===== src/rtl/cnv_pkg.sv =====
// cnv_pkg: shared types, codes and the fnv-1a-64 step for the container verifier
// used by cnv_stream, cnv_verdict and checksummed_container_verifier
package cnv_pkg;

  localparam int unsigned HDR_BYTES = 48;
  localparam logic [63:0] FNV_BASIS = 64'd14695981039346656037;

  localparam logic [2:0] CFG_SCHEMA_LOW  = 3'd0;
  localparam logic [2:0] CFG_SCHEMA_HIGH = 3'd1;
  localparam logic [2:0] CFG_MIN_VERSION = 3'd2;
  localparam logic [2:0] CFG_MAX_VERSION = 3'd3;
  localparam logic [2:0] CFG_MAX_PAYLOAD = 3'd4;

  localparam logic [3:0] ST_OK        = 4'd0;
  localparam logic [3:0] ST_TOO_SMALL = 4'd1;
  localparam logic [3:0] ST_MAGIC     = 4'd2;
  localparam logic [3:0] ST_CONTAINER = 4'd3;
  localparam logic [3:0] ST_SCHEMA    = 4'd4;
  localparam logic [3:0] ST_TOO_OLD   = 4'd5;
  localparam logic [3:0] ST_TOO_NEW   = 4'd6;
  localparam logic [3:0] ST_TOO_LARGE = 4'd7;
  localparam logic [3:0] ST_TRUNCATED = 4'd8;
  localparam logic [3:0] ST_CHECKSUM  = 4'd9;

  typedef struct packed {
    logic [63:0] schema_low;
    logic [63:0] schema_high;
    logic [31:0] min_version;
    logic [31:0] max_version;
    logic [63:0] max_payload_bytes;
  } cfg_t;

  typedef struct packed {
    logic [63:0] byte_count;
    logic        magic_match;
    logic [31:0] container_word;
    logic        schema_match;
    logic [31:0] version_word;
    logic [63:0] length_word;
    logic [63:0] stored_hash;
    logic [63:0] running_hash;
  } snap_t;

  function automatic logic [7:0] magic_byte(input logic [2:0] idx);
    logic [7:0] b;
    case (idx)
      3'd0:    b = 8'h41;
      3'd1:    b = 8'h43;
      3'd2:    b = 8'h45;
      3'd3:    b = 8'h42;
      3'd4:    b = 8'h49;
      3'd5:    b = 8'h4E;
      3'd6:    b = 8'h01;
      default: b = 8'h00;
    endcase
    return b;
  endfunction

  // prime 0x100000001B3 as shifted adds
  function automatic logic [63:0] fnv_step(input logic [63:0] h, input logic [7:0] b);
    logic [63:0] x;
    x = h ^ {56'd0, b};
    return (x << 40) + (x << 8) + (x << 7) + (x << 5) + (x << 4) + (x << 1) + x;
  endfunction

endpackage


===== src/rtl/cnv_stream.sv =====
// cnv_stream: per-byte header capture, schema/magic compare and running hash
// depends on cnv_pkg
module cnv_stream (
  input  logic           clk,
  input  logic           rst,
  input  logic           item_valid,
  input  logic [7:0]     item_byte,
  input  logic           item_last,
  input  logic           snap_ready,
  input  cnv_pkg::cfg_t  cfg,
  output logic           item_take,
  output logic           snap_load,
  output cnv_pkg::snap_t snap
);

  logic [63:0] byte_count;
  logic        magic_match;
  logic [31:0] container_word;
  logic        schema_match;
  logic [31:0] version_word;
  logic [63:0] length_word;
  logic [63:0] stored_hash;
  logic [63:0] running_hash;

  logic        hdr;
  logic [5:0]  pos;
  logic [4:0]  k;
  logic [63:0] schema_word;
  logic [7:0]  want;
  logic [63:0] byte_count_next;
  logic        magic_match_next;
  logic [31:0] container_word_next;
  logic        schema_match_next;
  logic [31:0] version_word_next;
  logic [63:0] length_word_next;
  logic [63:0] stored_hash_next;
  logic [63:0] running_hash_next;

  assign item_take = item_valid && (!item_last || snap_ready);
  assign snap_load = item_take && item_last;

  assign hdr         = byte_count < 64'(cnv_pkg::HDR_BYTES);
  assign pos         = byte_count[5:0];
  assign k           = pos[4:0] - 5'd12;
  assign schema_word = k[3] ? cfg.schema_high : cfg.schema_low;
  assign want        = schema_word[{k[2:0], 3'b000} +: 8];

  always_comb begin
    byte_count_next     = (&byte_count) ? byte_count : byte_count + 64'd1;
    magic_match_next    = magic_match;
    container_word_next = container_word;
    schema_match_next   = schema_match;
    version_word_next   = version_word;
    length_word_next    = length_word;
    stored_hash_next    = stored_hash;
    running_hash_next   = running_hash;
    if (!hdr) begin
      running_hash_next = cnv_pkg::fnv_step(running_hash, item_byte);
    end else if (pos < 6'd8) begin
      if (item_byte != cnv_pkg::magic_byte(pos[2:0])) magic_match_next = 1'b0;
    end else if (pos < 6'd12) begin
      container_word_next[{pos[1:0], 3'b000} +: 8] = item_byte;
    end else if (pos < 6'd28) begin
      if (item_byte != want) schema_match_next = 1'b0;
    end else if (pos < 6'd32) begin
      version_word_next[{pos[1:0], 3'b000} +: 8] = item_byte;
    end else if (pos < 6'd40) begin
      length_word_next[{pos[2:0], 3'b000} +: 8] = item_byte;
    end else begin
      stored_hash_next[{pos[2:0], 3'b000} +: 8] = item_byte;
    end
  end

  always_comb begin
    snap.byte_count     = byte_count_next;
    snap.magic_match    = magic_match_next;
    snap.container_word = container_word_next;
    snap.schema_match   = schema_match_next;
    snap.version_word   = version_word_next;
    snap.length_word    = length_word_next;
    snap.stored_hash    = stored_hash_next;
    snap.running_hash   = running_hash_next;
  end

  always_ff @(posedge clk) begin
    if (rst || snap_load) begin
      byte_count     <= '0;
      magic_match    <= 1'b1;
      container_word <= '0;
      schema_match   <= 1'b1;
      version_word   <= '0;
      length_word    <= '0;
      stored_hash    <= '0;
      running_hash   <= cnv_pkg::FNV_BASIS;
    end else if (item_take) begin
      byte_count     <= byte_count_next;
      magic_match    <= magic_match_next;
      container_word <= container_word_next;
      schema_match   <= schema_match_next;
      version_word   <= version_word_next;
      length_word    <= length_word_next;
      stored_hash    <= stored_hash_next;
      running_hash   <= running_hash_next;
    end
  end

  // stream state starts over after the last byte
  a_restart: assert property (@(posedge clk) disable iff (rst)
    snap_load |=> (byte_count == '0) && magic_match && schema_match)
    else $error("stream state not cleared after last item");

  a_count_moves: assert property (@(posedge clk) disable iff (rst)
    (item_take && !item_last && !(&byte_count)) |=> (byte_count == $past(byte_count) + 64'd1))
    else $error("byte count did not advance");

  a_stall_last: assert property (@(posedge clk) disable iff (rst)
    (item_valid && item_last && !snap_ready) |-> !item_take)
    else $error("last item taken while verdict stage full");

endmodule


===== src/rtl/cnv_verdict.sv =====
// cnv_verdict: end-of-archive snapshot register, priority checks and result register
// depends on cnv_pkg
module cnv_verdict (
  input  logic           clk,
  input  logic           rst,
  input  logic           snap_load,
  input  cnv_pkg::snap_t snap_in,
  input  cnv_pkg::cfg_t  cfg,
  output logic           snap_ready,
  output logic           out_valid,
  input  logic           out_ready,
  output logic [3:0]     status,
  output logic [31:0]    object_version,
  output logic [63:0]    payload_length
);

  logic           snap_valid;
  cnv_pkg::snap_t snap;
  logic           out_free;
  logic [3:0]     status_next;
  logic           too_small;

  assign out_free   = !out_valid || out_ready;
  assign snap_ready = !snap_valid || out_free;
  assign too_small  = snap.byte_count < 64'(cnv_pkg::HDR_BYTES);

  always_comb begin
    if (too_small) begin
      status_next = cnv_pkg::ST_TOO_SMALL;
    end else if (!snap.magic_match) begin
      status_next = cnv_pkg::ST_MAGIC;
    end else if (snap.container_word != 32'd1) begin
      status_next = cnv_pkg::ST_CONTAINER;
    end else if (!snap.schema_match) begin
      status_next = cnv_pkg::ST_SCHEMA;
    end else if (snap.version_word < cfg.min_version) begin
      status_next = cnv_pkg::ST_TOO_OLD;
    end else if (snap.version_word > cfg.max_version) begin
      status_next = cnv_pkg::ST_TOO_NEW;
    end else if (snap.length_word > cfg.max_payload_bytes) begin
      status_next = cnv_pkg::ST_TOO_LARGE;
    end else if (snap.length_word != snap.byte_count - 64'(cnv_pkg::HDR_BYTES)) begin
      status_next = cnv_pkg::ST_TRUNCATED;
    end else if (snap.running_hash != snap.stored_hash) begin
      status_next = cnv_pkg::ST_CHECKSUM;
    end else begin
      status_next = cnv_pkg::ST_OK;
    end
  end

  always_ff @(posedge clk) begin
    if (rst) begin
      snap_valid <= 1'b0;
    end else if (snap_ready) begin
      snap_valid <= snap_load;
    end
    if (snap_ready && snap_load) begin
      snap <= snap_in;
    end
  end

  always_ff @(posedge clk) begin
    if (rst) begin
      out_valid <= 1'b0;
    end else if (out_free) begin
      out_valid <= snap_valid;
    end
    if (out_free && snap_valid) begin
      status         <= status_next;
      object_version <= too_small ? 32'd0 : snap.version_word;
      payload_length <= too_small ? 64'd0 : snap.length_word;
    end
  end

  a_status_range: assert property (@(posedge clk) disable iff (rst)
    out_valid |-> (status <= cnv_pkg::ST_CHECKSUM))
    else $error("status code out of range");

  a_small_zero: assert property (@(posedge clk) disable iff (rst)
    (out_valid && status == cnv_pkg::ST_TOO_SMALL) |->
      (object_version == '0) && (payload_length == '0))
    else $error("short archive reports header fields");

  a_snap_hold: assert property (@(posedge clk) disable iff (rst)
    (snap_valid && !out_free) |=> snap_valid)
    else $error("pending verdict dropped");

endmodule


===== src/rtl/checksummed_container_verifier.sv =====
// checksummed_container_verifier: the last byte passes the input, snapshot and result
// registers in turn before its verdict is registered, held while the result is stalled;
// throughput one byte per cycle (the last byte waits while the verdict stage is full),
// set by the fnv-1a-64 update loop; synchronous active-high reset clears all stream
// state, valid flags and config registers to their defaults, but not the data registers;
// no clearing pass. depends on cnv_pkg, cnv_stream, cnv_verdict
module checksummed_container_verifier (
  input  logic        clk,
  input  logic        rst,
  input  logic        in_valid,
  output logic        in_ready,
  input  logic [7:0]  data_byte,
  input  logic        last,
  output logic        out_valid,
  input  logic        out_ready,
  output logic [3:0]  status,
  output logic [31:0] object_version,
  output logic [63:0] payload_length,
  input  logic        cfg_valid,
  output logic        cfg_ready,
  input  logic [2:0]  cfg_index,
  input  logic [63:0] cfg_data
);

  cnv_pkg::cfg_t  cfg;
  cnv_pkg::snap_t snap;
  logic           item_valid;
  logic [7:0]     item_byte;
  logic           item_last;
  logic           item_take;
  logic           snap_load;
  logic           snap_ready;

  assign cfg_ready = 1'b1;
  assign in_ready  = !item_valid || item_take;

  always_ff @(posedge clk) begin
    if (rst) begin
      cfg.schema_low        <= '0;
      cfg.schema_high       <= '0;
      cfg.min_version       <= '0;
      cfg.max_version       <= 32'hFFFF_FFFF;
      cfg.max_payload_bytes <= 64'h0000_0000_FFFF_FFFF;
    end else if (cfg_valid) begin
      unique case (cfg_index)
        cnv_pkg::CFG_SCHEMA_LOW:  cfg.schema_low        <= cfg_data;
        cnv_pkg::CFG_SCHEMA_HIGH: cfg.schema_high       <= cfg_data;
        cnv_pkg::CFG_MIN_VERSION: cfg.min_version       <= cfg_data[31:0];
        cnv_pkg::CFG_MAX_VERSION: cfg.max_version       <= cfg_data[31:0];
        cnv_pkg::CFG_MAX_PAYLOAD: cfg.max_payload_bytes <= cfg_data;
        default: ;
      endcase
    end
  end

  // input register
  always_ff @(posedge clk) begin
    if (rst) begin
      item_valid <= 1'b0;
    end else if (in_ready) begin
      item_valid <= in_valid;
    end
    if (in_ready && in_valid) begin
      item_byte <= data_byte;
      item_last <= last;
    end
  end

  cnv_stream u_stream (
    .clk        (clk),
    .rst        (rst),
    .item_valid (item_valid),
    .item_byte  (item_byte),
    .item_last  (item_last),
    .snap_ready (snap_ready),
    .cfg        (cfg),
    .item_take  (item_take),
    .snap_load  (snap_load),
    .snap       (snap)
  );

  cnv_verdict u_verdict (
    .clk            (clk),
    .rst            (rst),
    .snap_load      (snap_load),
    .snap_in        (snap),
    .cfg            (cfg),
    .snap_ready     (snap_ready),
    .out_valid      (out_valid),
    .out_ready      (out_ready),
    .status         (status),
    .object_version (object_version),
    .payload_length (payload_length)
  );

endmodule


===== config.mk =====
export PLATFORM = sky130hd
export DESIGN_NAME = checksummed_container_verifier
export DESIGN_NICKNAME = d
export VERILOG_FILES = /design/src/rtl/cnv_pkg.sv /design/src/rtl/cnv_stream.sv /design/src/rtl/cnv_verdict.sv /design/src/rtl/checksummed_container_verifier.sv
export SDC_FILE = /design/constraint.sdc
export NUM_CORES = 2
export LEC_CHECK = 0
export ABC_AREA = 0
export BUFFER_PORTS_ARGS = -buffer_cell sky130_fd_sc_hd__buf_4
export CAP_MARGIN = 10
export CORE_MARGIN = 2
export CORE_UTILIZATION = 40
export CTS_CLUSTER_SIZE = 12
export DETAILED_ROUTE_END_ITERATION = 10
export PLACE_DENSITY = 0.62
export REMOVE_ABC_BUFFERS = 1
export SYNTH_ARGS = -nofsm -noshare
export SYNTH_HDL_FRONTEND = slang
export SYNTH_SLANG_ARGS = --single-unit

===== constraint.sdc =====
create_clock -name clk -period 18.5 [get_ports clk]
set_input_delay 3.7 -clock clk [delete_from_list [all_inputs] [get_ports clk]]
set_output_delay 3.7 -clock clk [all_outputs]
set_load 0.005 [all_outputs]

==> summary.txt <==
Logic synthesis
  • Compound-cell area share of the yosys netlist: 10.6%
  • Primary FF master, synth: dfxtp_1
  • Post-synthesis simple-gate area fraction: 17.4%
  • Sequential share of the synthesized area: 43.6%
  • Seq cells post-synth: 1,012
  • Synthesized area: 0.0564 mm²
  • Largest family of logic cells by synthesized area: simple AND/OR/NAND/NOR gates
  • Post-synth EDFFs: 431
  • Syn_area_per_cell: 9.32 µm²
  • Post-synthesis xor/xnor area fraction: 5.61%
  • Yosys synthesis warning count: 0
  • Cells after Synth: 6,043
  • Adder-Cell Fraction of Synth Area: 14.1%
  • Multiplexer share of the synthesized area: 3.17%
  • Async SR Flop Fraction: 0%
  • Library cells used by synthesis: 75

STA
  • Setup violations, final: 0
  • Final hold vios: 0
  • Setup_tns: 0 ps
  • Hold Worst Slack: 452 ps
  • Final Critical Period: 8250 ps
  • Setup ws final: 10,250 ps
  • Unrepaired setup endpoints after global routing: no
  • Max Transition Viols Final: 0
  • Tightest Pin Transition: 1120 ps
  • Max transition margin: 24.5%
  • Final period utilization: 44.6%
  • Final setup skew: 40.9 ps
  • Max Clock Freq: 0.121 GHz

Floorplan
  • Core Footprint: 0.140 mm²
  • Die Area: 0.144 mm²
  • Initial Utilization: 40.3%
  • Vert. Die Dim: 379 µm
  • Die extent in x: 379 µm
  • Ports: 184
  • Row Count: 137

Layout
  • Fill count: 13.4k
  • FF+latch area: 0.0246 mm²
  • Area of the multi-input gates: 0.0288 mm²
  • Layout net count: 6,652
  • Ratio of cells with drive above 1 in the final layout: 8.31%
  • Post-layout util: 44.9%
  • Area Overhead vs Synth: 11.4%

Clock network
  • # hold bufs at CTS: 0
  • Worst-Skew Late Latency: 720 ps
  • H-tree depth: 3
  • CTS tree: built
  • Clock Root Buffer: clkbuf_16
  • # clock sinks: 1,012
  • Post-CTS Setup Repair Bufs: 0
  • Post-CTS sizing: 0
  • Clock Tree Buf Depth: 3
  • Worst-path clk slew: 50 ps
  • TritonCTS Buffers: 106

Detailed routing
  • Final WL: 163 mm
  • Final ANT Viol Nets: 0
  • Iter 0 DRT Violations: 3,822
  • DRC: 0
  • Routed length per instance: 20.2 µm
  • DR pass1 iterations: 5
  • Vias: 42.8k
  • Vias/cell: 5.31

Hold path
  • Hold Path Class: reg -> reg

Power and ir drop
  • Sw Ratio: 30.8%
  • Seq pwr share: 40.5%
  • Max VDD drop: 0.0721 mV
  • Pleak: 0.0249 µW
  • Combinational Power Share: 23.9%
  • Sw Pwr: 1820 µW
  • PD cells: 93.9 mW/mm²
  • Clk pwr share: 35.7%
  • Pint: 4080 µW
  • Power consumption: 5890 µW

Global route
  • Initial antenna violation count: 3
  • Largest net degree at the start of global routing: 95
  • First-pass GRT wire length: 247 mm
  • Total gr overflow: 0
  • Vias in the first global route: 40.5k
  • All-Layer GR Usage: 22.4%

Worst setup path
  • Most used cell, CP: buf_4
  • Worst path max stage delay: 340 ps
  • Critical path arrival: 4550 ps
  • Required @ worst endpoint: 14,800 ps
  • Crit path launch type: input pin
  • Worst Setup End Kind: primary output
  • Critical Path, Cell by Cell: buf_4 -> nor2b_1 -> nand4_1 -> buf_4
  • Crit path kind: in -> out
  • CP max stage cell: nor2b_1
  • Critical-path maximum fanout: 5
  • Buffers & Inverters on Critical Path: 2
  • Top delay family on crit path: simple AND/OR/NAND/NOR gates

Placed design
  • Number of port buffers: 182
  • Gp weighted congestion: 0.938
  • Dpl hpwl: 118 mm
  • Place WS: 10,250 ps

Status
  • Outcome: finished, final reports clean

Job
  • Max-Cap Viols: 0
[state kept, by name, summed over array words and instances (netlist names), 32 cells and up]
signal and flops:
u_stream.length_word 64, u_verdict.object_version 32, u_stream.version_word 32, u_verdict.snap 322
u_verdict.payload_length 64, u_stream.container_word 32, u_stream.byte_count 64, u_stream.stored_hash 64
cfg 256, u_stream.running_hash 64
[metrics by stage]
| stage | instance area (µm²) | instances |
|---|---|---|
| 2_1_floorplan | 55200 | 5744 |
| 3_3_place_gp | 59400 | 7853 |
| 3_5_place_dp | 59400 | 7853 |
| 4_1_cts | 62800 | 8052 |
| 5_1_grt | 62800 | 8053 |
| 6_report | 62800 | 8055 |
[worst reg2reg max path, delay by kind of cell (launching register included)]
family | cells | cell delay, ps
flops | 1 | 320
simple gates | 2 | 560
buf+inv | 3 | 470
compound gates | 8 | 2430
xor+xnor | 3 | 1150
fa+ha+maj | 5 | 2130
[layout by cell type (no fill, tap or decap), types with 223 or more instances in the layout]
| cell | instances |
|---|---|
| buf_4 | 233 |
| ha_1 | 245 |
| o21ai_0 | 317 |
| edfxtp_1 | 431 |
| inv_1 | 515 |
| fa_1 | 240 |
| dfxtp_1 | 580 |
| nor2_1 | 525 |
| xnor2_1 | 223 |
| a21oi_1 | 519 |
| nand2_1 | 963 |
[cell usage after synthesis (105+ instances only)]
cell	number	share of area [%]
dfxtp_1	581	21
a21oi_1	519	4.6
nand2_1	965	6.4
edfxtp_1	431	23
and2_1	118	1.3
xor2_1	138	2.1
o21ai_0	317	2.8
nor2_1	528	3.5
inv_1	515	3.4
ha_1	245	5.4
nand3_1	105	0.93
clkbuf_1	261	1.7
xnor2_1	223	3.5
fa_1	240	8.5
[final timing paths]
path,from,cells after the start,endpoint,slack [ps]
setup / recovery,out_ready,4,in_ready,10250
hold / removal,cfg[159]$_SDFFE_PP0P_,2,cfg[159]$_SDFFE_PP0P_,450
hold reg to reg,cfg[159]$_SDFFE_PP0P_,2,cfg[159]$_SDFFE_PP0P_,450
setup reg to reg,item_byte[0]$_DFFE_PP_,21,u_verdict.snap[62]$_DFFE_PP_,11150
[area by class of cell]
cell class | instances | share of cell area [%]
antenna | 2 | 0.00797
clock buffer | 174 | 5.04
clock inverter | 25 | 0.371
inverter | 517 | 3.09
multi-input combinational | 4215 | 45.8
sequential | 1012 | 39.1
tap | 1876 | 3.74
timing repair buffer | 234 | 2.81
[layer usage]
| metal | global-route usage (%) | vias up | routed length, µm |
|---|---|---|---|
| met2 | 36.6 | 1303 | 75300 |
| met4 | 7.85 | 0 | 5560 |
| li1 | - | 20500 | - |
| met3 | 2.62 | 254 | 9690 |
| met5 | 0 | - | 0 |
| met1 | 30.8 | 20700 | 72200 |
[power groups by stage]
stage	Sequential [µW]	Clock, µW	Combinational [µW]
after floorplan	2440	0	992
after global placement	2430	0	1380
after detailed placement	2430	0	1390
after CTS	2390	2140	1400
after global routing	2390	2230	1580
final	2390	2100	1410
[cell families after synthesis]
family                   Yosys count
buffers and inverters            816
AO/OA/AOI/OAI                   1070
AND/OR/NAND/NOR                 2171
XOR/XNOR                         361
adder cells (fa/ha/maj)          490
flip-flops                      1012
other                              1
multiplexers                     122
Power figures use the tool's default switching activity.
